## src/mhpg_pkg.sv

```systemverilog
package mhpg_pkg;

    localparam int SETTLE_TICKS_DEF = 5;
    localparam int POS_WIDTH_DEF    = 32;

    localparam int DATA_W     = 32;
    localparam int TDATA_W    = 104;
    localparam int TUSER_W    = 1;
    localparam int CFG_IDX_W  = 3;
    localparam int CFG_DATA_W = 20;
    localparam int DEADBAND_W = 16;
    localparam int LIMIT_W    = 20;
    localparam int THRESH_W   = 17;
    localparam int GAIN_W     = 20;
    localparam int RPM_CFG_W  = 18;
    localparam int COUNT_W    = 8;

    localparam logic signed [RPM_CFG_W-1:0] SEEK_RPM_RST    = -18'sd2500;
    localparam logic signed [RPM_CFG_W-1:0] BACKOFF_RPM_RST = -18'sd2300;
    localparam logic [COUNT_W-1:0]          BACKOFF_TICKS_RST = 8'd25;
    localparam logic [GAIN_W-1:0]           RPM_GAIN_RST    = 20'd100000;
    localparam logic [THRESH_W-1:0]         SPEED_THRESH_RST = 17'd500;
    localparam logic [DEADBAND_W-1:0]       DEADBAND_RST    = 16'd10;
    localparam logic [LIMIT_W-1:0]          STUCK_LIMIT_RST = 20'd200;
    localparam logic [LIMIT_W-1:0]          LOW_LIMIT_RST   = 20'd50;

    localparam logic [DATA_W-1:0] PREV_A_RST = 32'hFFFF_FFFF;
    localparam logic [DATA_W-1:0] PREV_B_RST = 32'hFFFF_FFFE;

    typedef enum logic [3:0] {
        MODE_SEEK    = 4'b0001,
        MODE_BACKOFF = 4'b0010,
        MODE_SETTLE  = 4'b0100,
        MODE_RUN     = 4'b1000
    } mode_t;

    typedef enum logic [CFG_IDX_W-1:0] {
        REG_SEEK_RPM     = 3'd0,
        REG_BACKOFF_RPM  = 3'd1,
        REG_BACKOFF_TICK = 3'd2,
        REG_RPM_GAIN     = 3'd3,
        REG_SPEED_THRESH = 3'd4,
        REG_DEADBAND     = 3'd5,
        REG_STUCK_LIMIT  = 3'd6,
        REG_LOW_LIMIT    = 3'd7
    } cfg_idx_t;

    typedef struct packed {
        logic signed [RPM_CFG_W-1:0] seek_rpm;
        logic signed [RPM_CFG_W-1:0] backoff_rpm;
        logic [COUNT_W-1:0]          backoff_ticks;
        logic [GAIN_W-1:0]           rpm_gain;
        logic [THRESH_W-1:0]         speed_threshold;
        logic [DEADBAND_W-1:0]       step_deadband;
        logic [LIMIT_W-1:0]          stuck_limit;
        logic [LIMIT_W-1:0]          low_limit;
    } cfg_t;

    typedef struct packed {
        logic              limit_open;
        logic [DATA_W-1:0] motor_rpm;
        logic [DATA_W-1:0] tach_count;
        logic              velocity_valid;
        logic [DATA_W-1:0] velocity_q16;
    } in_item_t;

    typedef struct packed {
        logic [DATA_W-1:0] rpm_command;
        logic              send_command;
        logic              homing_active;
        logic [DATA_W-1:0] position_out;
        logic              stuck_flag;
        logic [DATA_W-1:0] velocity_feedback;
    } res_t;

endpackage

```

## src/mhpg_cfg.sv

```systemverilog
module mhpg_cfg (
    input  logic                              clk,
    input  logic                              rst_n,
    input  logic                              cfg_valid,
    output logic                              cfg_ready,
    input  logic [mhpg_pkg::CFG_IDX_W-1:0]    cfg_index,
    input  logic [mhpg_pkg::CFG_DATA_W-1:0]   cfg_data,
    output mhpg_pkg::cfg_t                    cfg
);

    mhpg_pkg::cfg_t cfg_reg;
    mhpg_pkg::cfg_t cfg_next;

    assign cfg_ready = 1'b1;
    assign cfg       = cfg_reg;

    always_comb
    begin
        cfg_next = cfg_reg;
        if (cfg_valid)
        begin
            case (mhpg_pkg::cfg_idx_t'(cfg_index))
                mhpg_pkg::REG_SEEK_RPM:
                    cfg_next.seek_rpm = cfg_data[mhpg_pkg::RPM_CFG_W-1:0];
                mhpg_pkg::REG_BACKOFF_RPM:
                    cfg_next.backoff_rpm = cfg_data[mhpg_pkg::RPM_CFG_W-1:0];
                mhpg_pkg::REG_BACKOFF_TICK:
                    cfg_next.backoff_ticks = cfg_data[mhpg_pkg::COUNT_W-1:0];
                mhpg_pkg::REG_RPM_GAIN:
                    cfg_next.rpm_gain = cfg_data[mhpg_pkg::GAIN_W-1:0];
                mhpg_pkg::REG_SPEED_THRESH:
                    cfg_next.speed_threshold = cfg_data[mhpg_pkg::THRESH_W-1:0];
                mhpg_pkg::REG_DEADBAND:
                    cfg_next.step_deadband = cfg_data[mhpg_pkg::DEADBAND_W-1:0];
                mhpg_pkg::REG_STUCK_LIMIT:
                    cfg_next.stuck_limit = cfg_data[mhpg_pkg::LIMIT_W-1:0];
                mhpg_pkg::REG_LOW_LIMIT:
                    cfg_next.low_limit = cfg_data[mhpg_pkg::LIMIT_W-1:0];
                default:
                    cfg_next = cfg_reg;
            endcase
        end
    end

    always_ff @(posedge clk or negedge rst_n)
    begin
        if (!rst_n)
        begin
            cfg_reg.seek_rpm        <= mhpg_pkg::SEEK_RPM_RST;
            cfg_reg.backoff_rpm     <= mhpg_pkg::BACKOFF_RPM_RST;
            cfg_reg.backoff_ticks   <= mhpg_pkg::BACKOFF_TICKS_RST;
            cfg_reg.rpm_gain        <= mhpg_pkg::RPM_GAIN_RST;
            cfg_reg.speed_threshold <= mhpg_pkg::SPEED_THRESH_RST;
            cfg_reg.step_deadband   <= mhpg_pkg::DEADBAND_RST;
            cfg_reg.stuck_limit     <= mhpg_pkg::STUCK_LIMIT_RST;
            cfg_reg.low_limit       <= mhpg_pkg::LOW_LIMIT_RST;
        end
        else
        begin
            cfg_reg <= cfg_next;
        end
    end

endmodule

```

## src/mhpg_vel.sv

```systemverilog
module mhpg_vel (
    input  logic [mhpg_pkg::DATA_W-1:0]  held_velocity,
    input  logic [mhpg_pkg::GAIN_W-1:0]  rpm_gain,
    output logic [mhpg_pkg::DATA_W-1:0]  velocity_cmd
);

    localparam int PROD_W = mhpg_pkg::DATA_W + mhpg_pkg::GAIN_W;
    localparam int SHR_W  = PROD_W - 16;

    logic                        neg;
    logic [mhpg_pkg::DATA_W-1:0] vmag;
    logic [PROD_W-1:0]           prod;
    logic [SHR_W-1:0]            p;
    logic [SHR_W-1:0]            p_neg;

    // Q16.16 times integer gain; magnitude is shifted so the result truncates toward zero
    always_comb
    begin
        neg   = held_velocity[mhpg_pkg::DATA_W-1];
        vmag  = neg ? (mhpg_pkg::DATA_W'(0) - held_velocity) : held_velocity;
        prod  = PROD_W'(vmag) * PROD_W'(rpm_gain);
        p     = prod[PROD_W-1:16];
        p_neg = SHR_W'(0) - p;
        if (neg)
        begin
            if (p >= SHR_W'(33'h0_8000_0000))
                velocity_cmd = 32'h8000_0000;
            else
                velocity_cmd = p_neg[mhpg_pkg::DATA_W-1:0];
        end
        else
        begin
            if (p > SHR_W'(33'h0_7FFF_FFFF))
                velocity_cmd = 32'h7FFF_FFFF;
            else
                velocity_cmd = p[mhpg_pkg::DATA_W-1:0];
        end
    end

endmodule

```

## src/mhpg_core.sv

```systemverilog
module mhpg_core #(
    parameter int SETTLE_TICKS = mhpg_pkg::SETTLE_TICKS_DEF,
    parameter int POS_WIDTH    = mhpg_pkg::POS_WIDTH_DEF
) (
    input  logic                 clk,
    input  logic                 rst_n,
    input  logic                 item_vld,
    input  mhpg_pkg::in_item_t   item,
    input  mhpg_pkg::cfg_t       cfg,
    input  logic                 m_ready,
    output logic                 adv,
    output logic                 m_vld,
    output mhpg_pkg::res_t       res
);

    localparam int TIMER_W = (SETTLE_TICKS > 1) ? $clog2(SETTLE_TICKS) : 1;
    localparam int PW      = POS_WIDTH;
    localparam int DW      = POS_WIDTH + 1;
    localparam int MAG_W   = (POS_WIDTH > mhpg_pkg::LIMIT_W) ? POS_WIDTH : mhpg_pkg::LIMIT_W;
    localparam int DATA_W  = mhpg_pkg::DATA_W;

    mhpg_pkg::mode_t mode_reg, mode_next;
    logic [mhpg_pkg::COUNT_W-1:0] bc_reg, bc_next;
    logic [TIMER_W-1:0]           timer_reg, timer_next;
    logic [DATA_W-1:0]            prev_a_reg, prev_a_next;
    logic [DATA_W-1:0]            prev_b_reg, prev_b_next;
    logic [DATA_W-1:0]            origin_reg, origin_next;
    logic [PW-1:0]                acc_reg, acc_next;
    logic [PW-1:0]                cur_reg, cur_next;
    logic [PW-1:0]                hist1_reg, hist1_next;
    logic [PW-1:0]                hist2_reg, hist2_next;
    logic                         range_reg, range_next;
    logic                         homed_reg, homed_next;
    logic [DATA_W-1:0]            held_reg, held_next;
    logic                         out_vld_reg, out_vld_next;
    mhpg_pkg::res_t               res_reg, res_next;

    logic              fire;
    logic [DATA_W-1:0] vel_cmd;
    logic [DATA_W-1:0] rpm_mag;
    logic [DATA_W-1:0] pos_diff;
    logic [PW-1:0]     np;
    logic [DW-1:0]     step;
    logic [DW-1:0]     step_mag;
    logic [PW-1:0]     acc_u, cur_u, hist1_u, hist2_u;
    logic [PW-1:0]     cmag;
    logic              over, under, range_u, rehome;
    logic [DATA_W-1:0] cmd;
    logic              send, homing, stuck;

    assign adv   = !out_vld_reg || m_ready;
    assign fire  = item_vld && adv;
    assign m_vld = out_vld_reg;
    assign res   = res_reg;

    assign held_next = item.velocity_valid ? item.velocity_q16 : held_reg;

    mhpg_vel u_vel (
        .held_velocity (held_next),
        .rpm_gain      (cfg.rpm_gain),
        .velocity_cmd  (vel_cmd)
    );

    // run-mode position tracking, evaluated every cycle and used only in run
    always_comb
    begin
        rpm_mag  = item.motor_rpm[DATA_W-1] ? (DATA_W'(0) - item.motor_rpm) : item.motor_rpm;
        pos_diff = item.tach_count - origin_reg;
        np       = pos_diff[PW-1:0];
        step     = DW'($signed(np)) - DW'($signed(acc_reg));
        step_mag = step[DW-1] ? (DW'(0) - step) : step;

        acc_u   = acc_reg;
        cur_u   = cur_reg;
        hist1_u = hist1_reg;
        hist2_u = hist2_reg;
        if (rpm_mag > DATA_W'(cfg.speed_threshold))
        begin
            if (step_mag > DW'(cfg.step_deadband))
            begin
                hist2_u = hist1_reg;
                hist1_u = acc_reg;
                cur_u   = np;
                acc_u   = np;
            end
        end
        else
        begin
            hist2_u = hist1_reg;
            hist1_u = cur_reg;
        end

        cmag    = cur_u[PW-1] ? (PW'(0) - cur_u) : cur_u;
        over    = MAG_W'(cmag) > MAG_W'(cfg.stuck_limit);
        under   = MAG_W'(cmag) < MAG_W'(cfg.low_limit);
        range_u = range_reg || over;
        rehome  = homed_reg && range_u && (over || under)
                  && (cur_u == hist1_u) && (cur_u == hist2_u);
    end

    always_comb
    begin
        mode_next   = mode_reg;
        bc_next     = bc_reg;
        timer_next  = timer_reg;
        prev_a_next = prev_a_reg;
        prev_b_next = prev_b_reg;
        origin_next = origin_reg;
        acc_next    = acc_reg;
        cur_next    = cur_reg;
        hist1_next  = hist1_reg;
        hist2_next  = hist2_reg;
        range_next  = range_reg;
        homed_next  = homed_reg;
        cmd         = '0;
        send        = 1'b0;
        homing      = 1'b1;
        stuck       = 1'b0;

        case (mode_reg)
            mhpg_pkg::MODE_SEEK:
            begin
                send = 1'b1;
                if (item.limit_open)
                begin
                    cmd = DATA_W'(cfg.seek_rpm);
                end
                else
                begin
                    bc_next   = '0;
                    mode_next = mhpg_pkg::MODE_BACKOFF;
                end
            end
            mhpg_pkg::MODE_BACKOFF:
            begin
                send = 1'b1;
                if (bc_reg < cfg.backoff_ticks)
                begin
                    cmd     = DATA_W'(cfg.backoff_rpm);
                    bc_next = bc_reg + 1'b1;
                end
                else
                begin
                    timer_next  = '0;
                    prev_a_next = mhpg_pkg::PREV_A_RST;
                    prev_b_next = mhpg_pkg::PREV_B_RST;
                    mode_next   = mhpg_pkg::MODE_SETTLE;
                end
            end
            mhpg_pkg::MODE_SETTLE:
            begin
                if (timer_reg != '0)
                begin
                    timer_next = timer_reg - 1'b1;
                end
                else if ((item.tach_count == prev_a_reg) && (prev_a_reg == prev_b_reg))
                begin
                    // three equal samples: this one is the origin
                    origin_next = item.tach_count;
                    acc_next    = '0;
                    cur_next    = '0;
                    hist1_next  = '0;
                    hist2_next  = '0;
                    range_next  = 1'b0;
                    homed_next  = 1'b1;
                    mode_next   = mhpg_pkg::MODE_RUN;
                    cmd         = vel_cmd;
                    send        = 1'b1;
                end
                else
                begin
                    prev_b_next = prev_a_reg;
                    prev_a_next = item.tach_count;
                    timer_next  = TIMER_W'(SETTLE_TICKS - 1);
                end
            end
            mhpg_pkg::MODE_RUN:
            begin
                acc_next   = acc_u;
                cur_next   = cur_u;
                hist1_next = hist1_u;
                hist2_next = hist2_u;
                range_next = range_u;
                if (rehome)
                begin
                    bc_next   = '0;
                    mode_next = mhpg_pkg::MODE_SEEK;
                end
                else
                begin
                    homing = 1'b0;
                    stuck  = over;
                    if (!over)
                    begin
                        cmd  = vel_cmd;
                        send = 1'b1;
                    end
                end
            end
            default:
            begin
                mode_next = mhpg_pkg::MODE_SEEK;
            end
        endcase
    end

    always_comb
    begin
        res_next.rpm_command       = cmd;
        res_next.send_command      = send;
        res_next.homing_active     = homing;
        res_next.position_out      = DATA_W'($signed(cur_next));
        res_next.stuck_flag        = stuck;
        res_next.velocity_feedback = vel_cmd;
        out_vld_next = fire || (out_vld_reg && !m_ready);
    end

    always_ff @(posedge clk or negedge rst_n)
    begin
        if (!rst_n)
        begin
            mode_reg    <= mhpg_pkg::MODE_SEEK;
            bc_reg      <= '0;
            timer_reg   <= '0;
            prev_a_reg  <= mhpg_pkg::PREV_A_RST;
            prev_b_reg  <= mhpg_pkg::PREV_B_RST;
            origin_reg  <= '0;
            acc_reg     <= '0;
            cur_reg     <= '0;
            hist1_reg   <= '0;
            hist2_reg   <= '0;
            range_reg   <= 1'b0;
            homed_reg   <= 1'b0;
            held_reg    <= '0;
            out_vld_reg <= 1'b0;
        end
        else
        begin
            out_vld_reg <= out_vld_next;
            if (fire)
            begin
                mode_reg   <= mode_next;
                bc_reg     <= bc_next;
                timer_reg  <= timer_next;
                prev_a_reg <= prev_a_next;
                prev_b_reg <= prev_b_next;
                origin_reg <= origin_next;
                acc_reg    <= acc_next;
                cur_reg    <= cur_next;
                hist1_reg  <= hist1_next;
                hist2_reg  <= hist2_next;
                range_reg  <= range_next;
                homed_reg  <= homed_next;
                held_reg   <= held_next;
            end
        end
    end

    always_ff @(posedge clk)
    begin
        if (fire)
        begin
            res_reg <= res_next;
        end
    end

endmodule

```

## src/motor_homing_position_guard.sv

```systemverilog
// Motor homing and position guard. Each transaction on the s_ side is one control tick and
// yields exactly one result transaction on the m_ side. A tick is taken every clock cycle
// unless m_tready holds back a result; it is captured in the input register and its result
// in the output register, with a stall possible in between. Homing state, position
// tracking and the velocity command (one 32x20 multiply with saturation) are all evaluated
// in the single combinational pass between those two registers. Configuration writes on
// cfg_* are always taken and should be issued only while no tick is in flight.
module motor_homing_position_guard #(
    parameter int SETTLE_TICKS = mhpg_pkg::SETTLE_TICKS_DEF,
    parameter int POS_WIDTH    = mhpg_pkg::POS_WIDTH_DEF
) (
    input  logic                              clk,
    input  logic                              rst_n,
    input  logic                              s_tvalid,
    output logic                              s_tready,
    // [0] limit_open, [32:1] motor_rpm, [64:33] tach_count, [96:65] velocity_q16
    input  logic [mhpg_pkg::TDATA_W-1:0]      s_tdata,
    // [0] velocity_valid
    input  logic [mhpg_pkg::TUSER_W-1:0]      s_tuser,
    output logic                              m_tvalid,
    input  logic                              m_tready,
    // [31:0] rpm_command, [32] homing_active, [64:33] position_out, [65] stuck_flag,
    // [97:66] velocity_feedback
    output logic [mhpg_pkg::TDATA_W-1:0]      m_tdata,
    // [0] send_command
    output logic [mhpg_pkg::TUSER_W-1:0]      m_tuser,
    input  logic                              cfg_valid,
    output logic                              cfg_ready,
    input  logic [mhpg_pkg::CFG_IDX_W-1:0]    cfg_index,
    input  logic [mhpg_pkg::CFG_DATA_W-1:0]   cfg_data
);

    mhpg_pkg::cfg_t     cfg;
    mhpg_pkg::in_item_t s_item;
    mhpg_pkg::in_item_t item_reg;
    mhpg_pkg::res_t     res;
    logic               in_vld_reg, in_vld_next;
    logic               adv;
    logic               s_take;

    assign s_item.limit_open     = s_tdata[0];
    assign s_item.motor_rpm      = s_tdata[32:1];
    assign s_item.tach_count     = s_tdata[64:33];
    assign s_item.velocity_q16   = s_tdata[96:65];
    assign s_item.velocity_valid = s_tuser[0];

    assign s_tready    = !in_vld_reg || adv;
    assign s_take      = s_tvalid && s_tready;
    assign in_vld_next = s_take || (in_vld_reg && !adv);

    always_ff @(posedge clk or negedge rst_n)
    begin
        if (!rst_n)
        begin
            in_vld_reg <= 1'b0;
        end
        else
        begin
            in_vld_reg <= in_vld_next;
        end
    end

    always_ff @(posedge clk)
    begin
        if (s_take)
        begin
            item_reg <= s_item;
        end
    end

    mhpg_cfg u_cfg (
        .clk       (clk),
        .rst_n     (rst_n),
        .cfg_valid (cfg_valid),
        .cfg_ready (cfg_ready),
        .cfg_index (cfg_index),
        .cfg_data  (cfg_data),
        .cfg       (cfg)
    );

    mhpg_core #(
        .SETTLE_TICKS (SETTLE_TICKS),
        .POS_WIDTH    (POS_WIDTH)
    ) u_core (
        .clk      (clk),
        .rst_n    (rst_n),
        .item_vld (in_vld_reg),
        .item     (item_reg),
        .cfg      (cfg),
        .m_ready  (m_tready),
        .adv      (adv),
        .m_vld    (m_tvalid),
        .res      (res)
    );

    assign m_tdata = {6'b0, res.velocity_feedback, res.stuck_flag, res.position_out,
                      res.homing_active, res.rpm_command};
    assign m_tuser = res.send_command;

endmodule

```

## config.mk

```make
export PLATFORM = sky130hd
export DESIGN_NAME = motor_homing_position_guard
export DESIGN_NICKNAME = d
export VERILOG_FILES = /design/src/mhpg_pkg.sv /design/src/mhpg_cfg.sv /design/src/mhpg_vel.sv /design/src/mhpg_core.sv /design/src/motor_homing_position_guard.sv
export SDC_FILE = /design/constraint.sdc
export NUM_CORES = 2
export LEC_CHECK = 0
export ABC_AREA = 1
export BUFFER_PORTS_ARGS = -buffer_cell sky130_fd_sc_hd__buf_4
export CAP_MARGIN = 0
export CORE_ASPECT_RATIO = 0.8
export CORE_MARGIN = 2
export CORE_UTILIZATION = 50
export CTS_BUF_LIST = sky130_fd_sc_hd__clkbuf_8
export CTS_CLUSTER_DIAMETER = 150
export DETAILED_ROUTE_END_ITERATION = 8
export PLACE_DENSITY_LB_ADDON = 0.2
export SYNTH_ARGS = -nofsm -noshare
export SYNTH_HDL_FRONTEND = slang
export SYNTH_SLANG_ARGS = --single-unit
```

## constraint.sdc

```tcl
create_clock -name clk -period 10.7 [get_ports clk]
set_input_delay 0.535 -clock clk [delete_from_list [all_inputs] [get_ports clk]]
set_output_delay 0.535 -clock clk [all_outputs]
set_load 0.02 [all_outputs]
```

After elaboration in Yosys (flattened, before gate mapping)

Cells that the tools add are included.

Reductions and logical operators: 41
Bitwise operators: 2
Eq/ne operators: 25
Shift-type cells: 0
Mux-type cells: 62
Multiply operators: 1
Divide/modulo/power cells: 0
Order comparisons: 7
$add $sub $neg: 9

Operators with widths:

| operator                                                             | count |
|---|---|
| 2-to-1 mux 32 bit                                                    | 31 |
| one-hot mux 32 bit (2 select lines)                                  | 6 |
| equality test 32 bit                                                 | 4 |
| one-hot mux 32 bit (4 select lines)                                  | 1 |
| subtractor 1 x 32 -> 32 bit (first input constant)                   | 4 |
| multiplier 32 x 20 -> 52 bit                                         | 1 |
| greater-or-equal comparator 36 x 32 -> 1 bit (second input constant) | 1 |
| > comparator 36 x 31 -> 1 bit (second input constant)                | 1 |
| > comparator 33 x 16 -> 1 bit                                        | 1 |
| 2-to-1 mux 33 bit                                                    | 1 |
| subtractor 1 x 33 -> 33 bit (first input constant)                   | 1 |
| subtractor 32 x 32 -> 33 bit                                         | 1 |
| > comparator 32 x 17 -> 1 bit                                        | 1 |
| > comparator 32 x 20 -> 1 bit                                        | 1 |
| less-than comparator 32 x 20 -> 1 bit                                | 1 |
| subtractor 32 bit                                                    | 1 |
| 2-to-1 mux 8 bit                                                     | 3 |
| one-hot mux 8 bit (3 select lines)                                   | 1 |
| 2-to-1 mux 4 bit                                                     | 5 |
| one-hot mux 4 bit (4 select lines)                                   | 1 |
| AND reduction 2 bit                                                  | 8 |
| equality test 3 bit (second input constant)                          | 4 |
| AND reduction 4 bit                                                  | 3 |
| AND reduction 6 bit                                                  | 2 |
| 26 further kinds                                                     | 63 |

Register bits after elaboration: 609
Bits in read-only memories: 0
Bits in latches: 0
Memories: 0
Bits in writable memories: 0
Logic and storage cells: 181

Depth between registers and ports, before layout

Depth after elaboration: 17
Mapped depth: 80
Gate-level depth less buffers: 76

Hierarchy

From an unflattened synthesis, not the netlist that was laid out.

Cell total of the unflattened synthesis: 7911
Area, all modules: 59448.3 um2

By module, submodules not included:

| module                      | seq. area each (um2) | instances | cells each | area an instance (um2) |
|---|---|---|---|---|
| mhpg_core                   | 9909.5               | 1         | 3845       | 27343.7 |
| mhpg_vel                    | 0.0                  | 1         | 3341       | 23656.4 |
| mhpg_cfg                    | 3484.6               | 1         | 614        | 5411.4 |
| motor_homing_position_guard | 2967.8               | 1         | 111        | 3036.7 |

Worst setup path after synthesis

No wires, ideal clock.

Path kind: register -> register
From: register item_reg[32] (netlist name)
To: register u_core.res_reg (netlist bit u_core.res[85]) (data pin)
Path buffers: 2
Cell stages (with the launch flop): 52
Setup time: 0.131 ns
Setup slack: 0.657 ns
Arrival time: 9.912 ns
Cells stage by stage: edfxtp_1 buf_2 inv_1 or2_2 o21ai_2 clkbuf_1 ha_1 inv_1 nor3_1 nand3_1 nor2_1 inv_1 nor2_1 inv_1 nor3_1 inv_1 nand3_1 nand2_1 [16 not listed] o31ai_1 a31oi_1 o31ai_2 a21oi_1 o21ai_1 nand3_1 nand2_1 nand3_1 nand2_1 xor2_1 inv_1 nor4_1 nand2_1 nor2_1 inv_1 o31ai_1 nand2_1 nand2_1

Word-level cells in the longest chain between the ends: 10
Elaborated cells on any way between the ends: 15
Classes of those cells: add/sub (2); mul (1); order compare (2); mux (10)

Ends and longest elaborated chain:

| element                                                   | line                               | source |
|---|---|---|
| from (decl)                                               | motor_homing_position_guard.sv:35  | `mhpg_pkg::in_item_t item_reg;` |
| from (signal assigned)                                    | motor_homing_position_guard.sv:67  | `item_reg <= s_item;` |
| 2-to-1 mux 32 bit (*)                                     | mhpg_core.sv:56                    | `assign held_next = item.velocity_valid ? item.velocity_q16 : held_reg;` |
| subtractor 1 x 32 -> 32 bit                               | mhpg_vel.sv:20                     | `vmag = neg ? (mhpg_pkg::DATA_W'(0) - held_velocity) : held_velocity;` |
| 2-to-1 mux 32 bit                                         | mhpg_vel.sv:20                     |  |
| multiplier 32 x 20 -> 52 bit                              | mhpg_vel.sv:21                     | `prod = PROD_W'(vmag) * PROD_W'(rpm_gain);` |
| subtractor 1 x 32 -> 32 bit, or another cell as far along | mhpg_vel.sv:23                     | `p_neg = SHR_W'(0) - p;` |
| 2-to-1 mux 32 bit (on tied branches)                      | mhpg_vel.sv:26, mhpg_vel.sv:33     |  |
| 2-to-1 mux 32 bit (*)                                     | mhpg_vel.sv:24                     | `if (neg)` |
| named net u_core.u_vel.velocity_cmd (one bit)             | mhpg_vel.sv:4                      | `output logic [mhpg_pkg::DATA_W-1:0] velocity_cmd` |
| 2-to-1 mux 32 bit (on tied branches)                      | mhpg_core.sv:193, mhpg_core.sv:156 |  |
| 2-to-1 mux 32 bit (on tied branches)                      | mhpg_core.sv:184, mhpg_core.sv:152 |  |
| one-hot mux 32 bit (4 select lines) (*)                   | mhpg_core.sv:120                   | `case (mode_reg)` |
| named net u_core.cmd[18]                                  | mhpg_core.sv:48                    | `logic [DATA_W-1:0] cmd;` |
| to (signal assigned)                                      | mhpg_core.sv:263                   | `res_reg <= res_next;` |
| to (decl)                                                 | mhpg_core.sv:36                    | `mhpg_pkg::res_t res_reg, res_next;` |

Mark *: on every way through the listed nets, which the timed path passes. The rest lies on a longest branch.
A chain may end at the register's enable or synchronous reset.

Worst setup path after layout

From: register item_reg[32] (netlist name)
To: register u_core.res_reg (netlist bit u_core.res[86]) (data pin)

The elaborated chain is that of the path after synthesis.

==> impl_metrics.ini <==
[global_route]
grt_pass1_vias = 49621
grt_max_degree = 103
track_usage = 0.331
grt_pass1_wl_mm = 292
overflow = 0
antenna_found_initial = 4

[detailed_routing]
ant_nets = 0
totalWireLength_mm = 191
drtIter0Drc = 4846
vias = 50288
drc = 0
vias_per_cell = 5.46
routedWlPerCell_um = 20.8
drtPass1Iterations = 8

[sta]
timing_hold_violations_final = 0
setup_viol = 0
clock.fmax_mhz = 98.0
worst_pin_slew_ns = 1.25
period_share = 0.954
fin_crit_ns = 10.20
slew_viol_final = 0
max_slew_margin = 0.164
skew_ns = 0.0738

[floorplan]
dieArea_sq_um = 115000
initial_utilization = 0.506
die_y_um = 304
rows = 109
core_area_sq_um = 111000
ios = 241
fp.dieW_um = 379

[clock_tree]
clkTransAtPathRegs_ns = 0.06
worstSkewPairLatency_ns = 0.79
numCtsBuffers = 103
clk_root_buffer_cell = clkbuf_8
cts_buffer_depth = 3
cts_tree = built
clock_sinks = 609
cts_max_level = 3

[run_status]
status = finished clean

[critical_path]
end_kind = register
slowest_stage = xor2_1
critical-path-max-stage-delay_ns = 0.71
worstPathArrival_ns = 10.69
crit-reg2reg-launch = item_reg[32]
cp_max_fo = 12
crit_top_cell = inv_1
crit_required_ns = 11.19
critPathKind = register to register
cp-start-kind = register
worstSetupStartpoint = item_reg[32]

[synth]
synth_top_flop_cell = dfrtp_1
ys_seq_area_frac = 0.291
async_flop_share = 0.677
synth_top_cells_by_area = fa_1, dfrtp_1, nand2_1
avgSynthCellArea_sq_um = 8.02
syn_area_sq_um = 56200
synth_edf_count = 197
synthDistinctLibCells = 72
synth_top_cell_by_area = fa_1
synth-seq-cells = 609
syn_inst = 7014
yosys.area.top_type_share = 0.191
ys_warn_count = 0

[final_layout]
finalNetCount = 8598
largest_register_ffs = 137
syn_to_final_growth_pct = 17.3
fin_area_sq_um = 65900
drive_gt1_frac = 0.155

[place]
place.gp.congestion = 1.01
io_buffers = 226
dp_hpwl_mm = 148
placedInstanceArea_sq_um = 61600

[flow_run]
cap_violations = 0

[min_path]
hold_path.class = primary input to register
holdCritStartpoint = m_tready
[critical path: cells and delay by family (launching register included)]
kind / cells / cell delay, ns
compound gates: 6 / 0.99
xor+xnor: 1 / 0.71
fa+ha+maj: 9 / 4.06
buf+inv: 15 / 1.72
flops: 1 / 0.44
simple gates: 17 / 1.99
[cell families (layout without fill, tap and decap cells)]
group,after synthesis,after routing,share of synthesized area
fa+ha+maj,847,847,0.260
compound gates,998,998,0.102
other cells,2,10,0.000134
xor+xnor,195,195,0.0304
flops,609,609,0.291
simple gates,2843,2845,0.211
buf+inv,1520,2208,0.105
[final timing paths]
| check | endpoint | slack, ns | cells after the start |
|---|---|---|---|
| max in group asynchronous | u_core.held_reg[4] | 7.92 | 4 |
| min in group asynchronous | u_core.hist2_reg[27] | 0.35 | 2 |
| hold reg to reg | u_core.homed_reg | 0.46 | 2 |
| hold / removal | u_core.m_vld | 0.06 | 4 |
| setup reg to reg | u_core.res[86] | 0.50 | 48 |
| setup / recovery | u_core.res[86] | 0.50 | 48 |
[cells in the mapped netlist (36+ instances only)]
| cell | count |
|---|---|
| o21ai_0 | 448 |
| nand3b_1 | 36 |
| o21ai_1 | 42 |
| nand3_1 | 259 |
| dfstp_2 | 109 |
| xor2_1 | 145 |
| o22ai_1 | 104 |
| nand4_1 | 72 |
| nor3_1 | 44 |
| a22oi_1 | 47 |
| dfrtp_1 | 303 |
| nand2_1 | 1747 |
| edfxtp_1 | 197 |
| a21oi_1 | 191 |
| or2_2 | 47 |
| inv_1 | 1245 |
| clkbuf_1 | 200 |
| xnor2_1 | 50 |
| ha_1 | 310 |
| nor2_1 | 540 |
| fa_1 | 537 |
[cell type report]
cell class | count | area [sq um]
Timing Repair inverter | 1 | 5.00
Inverter | 1266 | 4780
Clock buffer | 110 | 1510
Sequential cell | 609 | 16400
Clock inverter | 86 | 503
Fill cell | 10204 | 45100
Timing Repair Buffer | 745 | 6060
Tap cell | 1498 | 1870
Antenna cell | 3 | 7.51
Multi-Input combinational cell | 4892 | 34800
[through the flow]
stage	setup TNS (ns)	std cells	hold slack, ns	setup slack, ns	util
2_1_floorplan	0	7019	0.239	0.657	-
3_3_place_gp	0	8870	0.439	0.137	0.555
3_5_place_dp	0	8870	0.446	0.0212	0.555
4_1_cts	0	9175	0.00423	0.0222	0.583
5_1_grt	-5.46	9208	0.0578	-0.183	0.594
6_report	0	9210	0.0636	0.495	0.594
[what timing repair did]
action | in CTS | in global routing
cloned | 0 | 5
gates resized for setup | 2 | 232
hold endpoints to repair | 200 | 0
setup buffers | 0 | 27
hold buffers | 109 | 0
pin swaps | 0 | 69
endpoints found under the setup margin | 1 | 80
[metal layers]
| metal | GRT usage | up-vias | routed length, um |
|---|---|---|---|
| li1 | - | 23349 | - |
| met2 | 0.512 | 2120 | 84900 |
| met5 | 0 | - | 19 |
| met1 | 0.461 | 24442 | 81600 |
| met3 | 0.0665 | 373 | 17000 |
| met4 | 0.121 | 4 | 7900 |
[layout by cell type (no fill, tap or decap), types with 63 or more instances in the layout]
| cell | count |
|---|---|
| nand2_1 | 1722 |
| inv_1 | 1267 |
| buf_4 | 613 |
| fa_1 | 535 |
| nor2_1 | 517 |
| o21ai_0 | 417 |
| dfrtp_1 | 303 |
| ha_1 | 290 |
| nand3_1 | 251 |
| edfxtp_1 | 197 |
| a21oi_1 | 170 |
| xor2_1 | 139 |
| clkbuf_8 | 110 |
| dlygate4sd3_1 | 109 |
| dfstp_2 | 109 |
| o22ai_1 | 104 |
| nand4_1 | 72 |
| o21ai_1 | 63 |
Power is not shown: default switching activity piles up to over one toggle a cycle in this logic, so the estimate is an artifact.
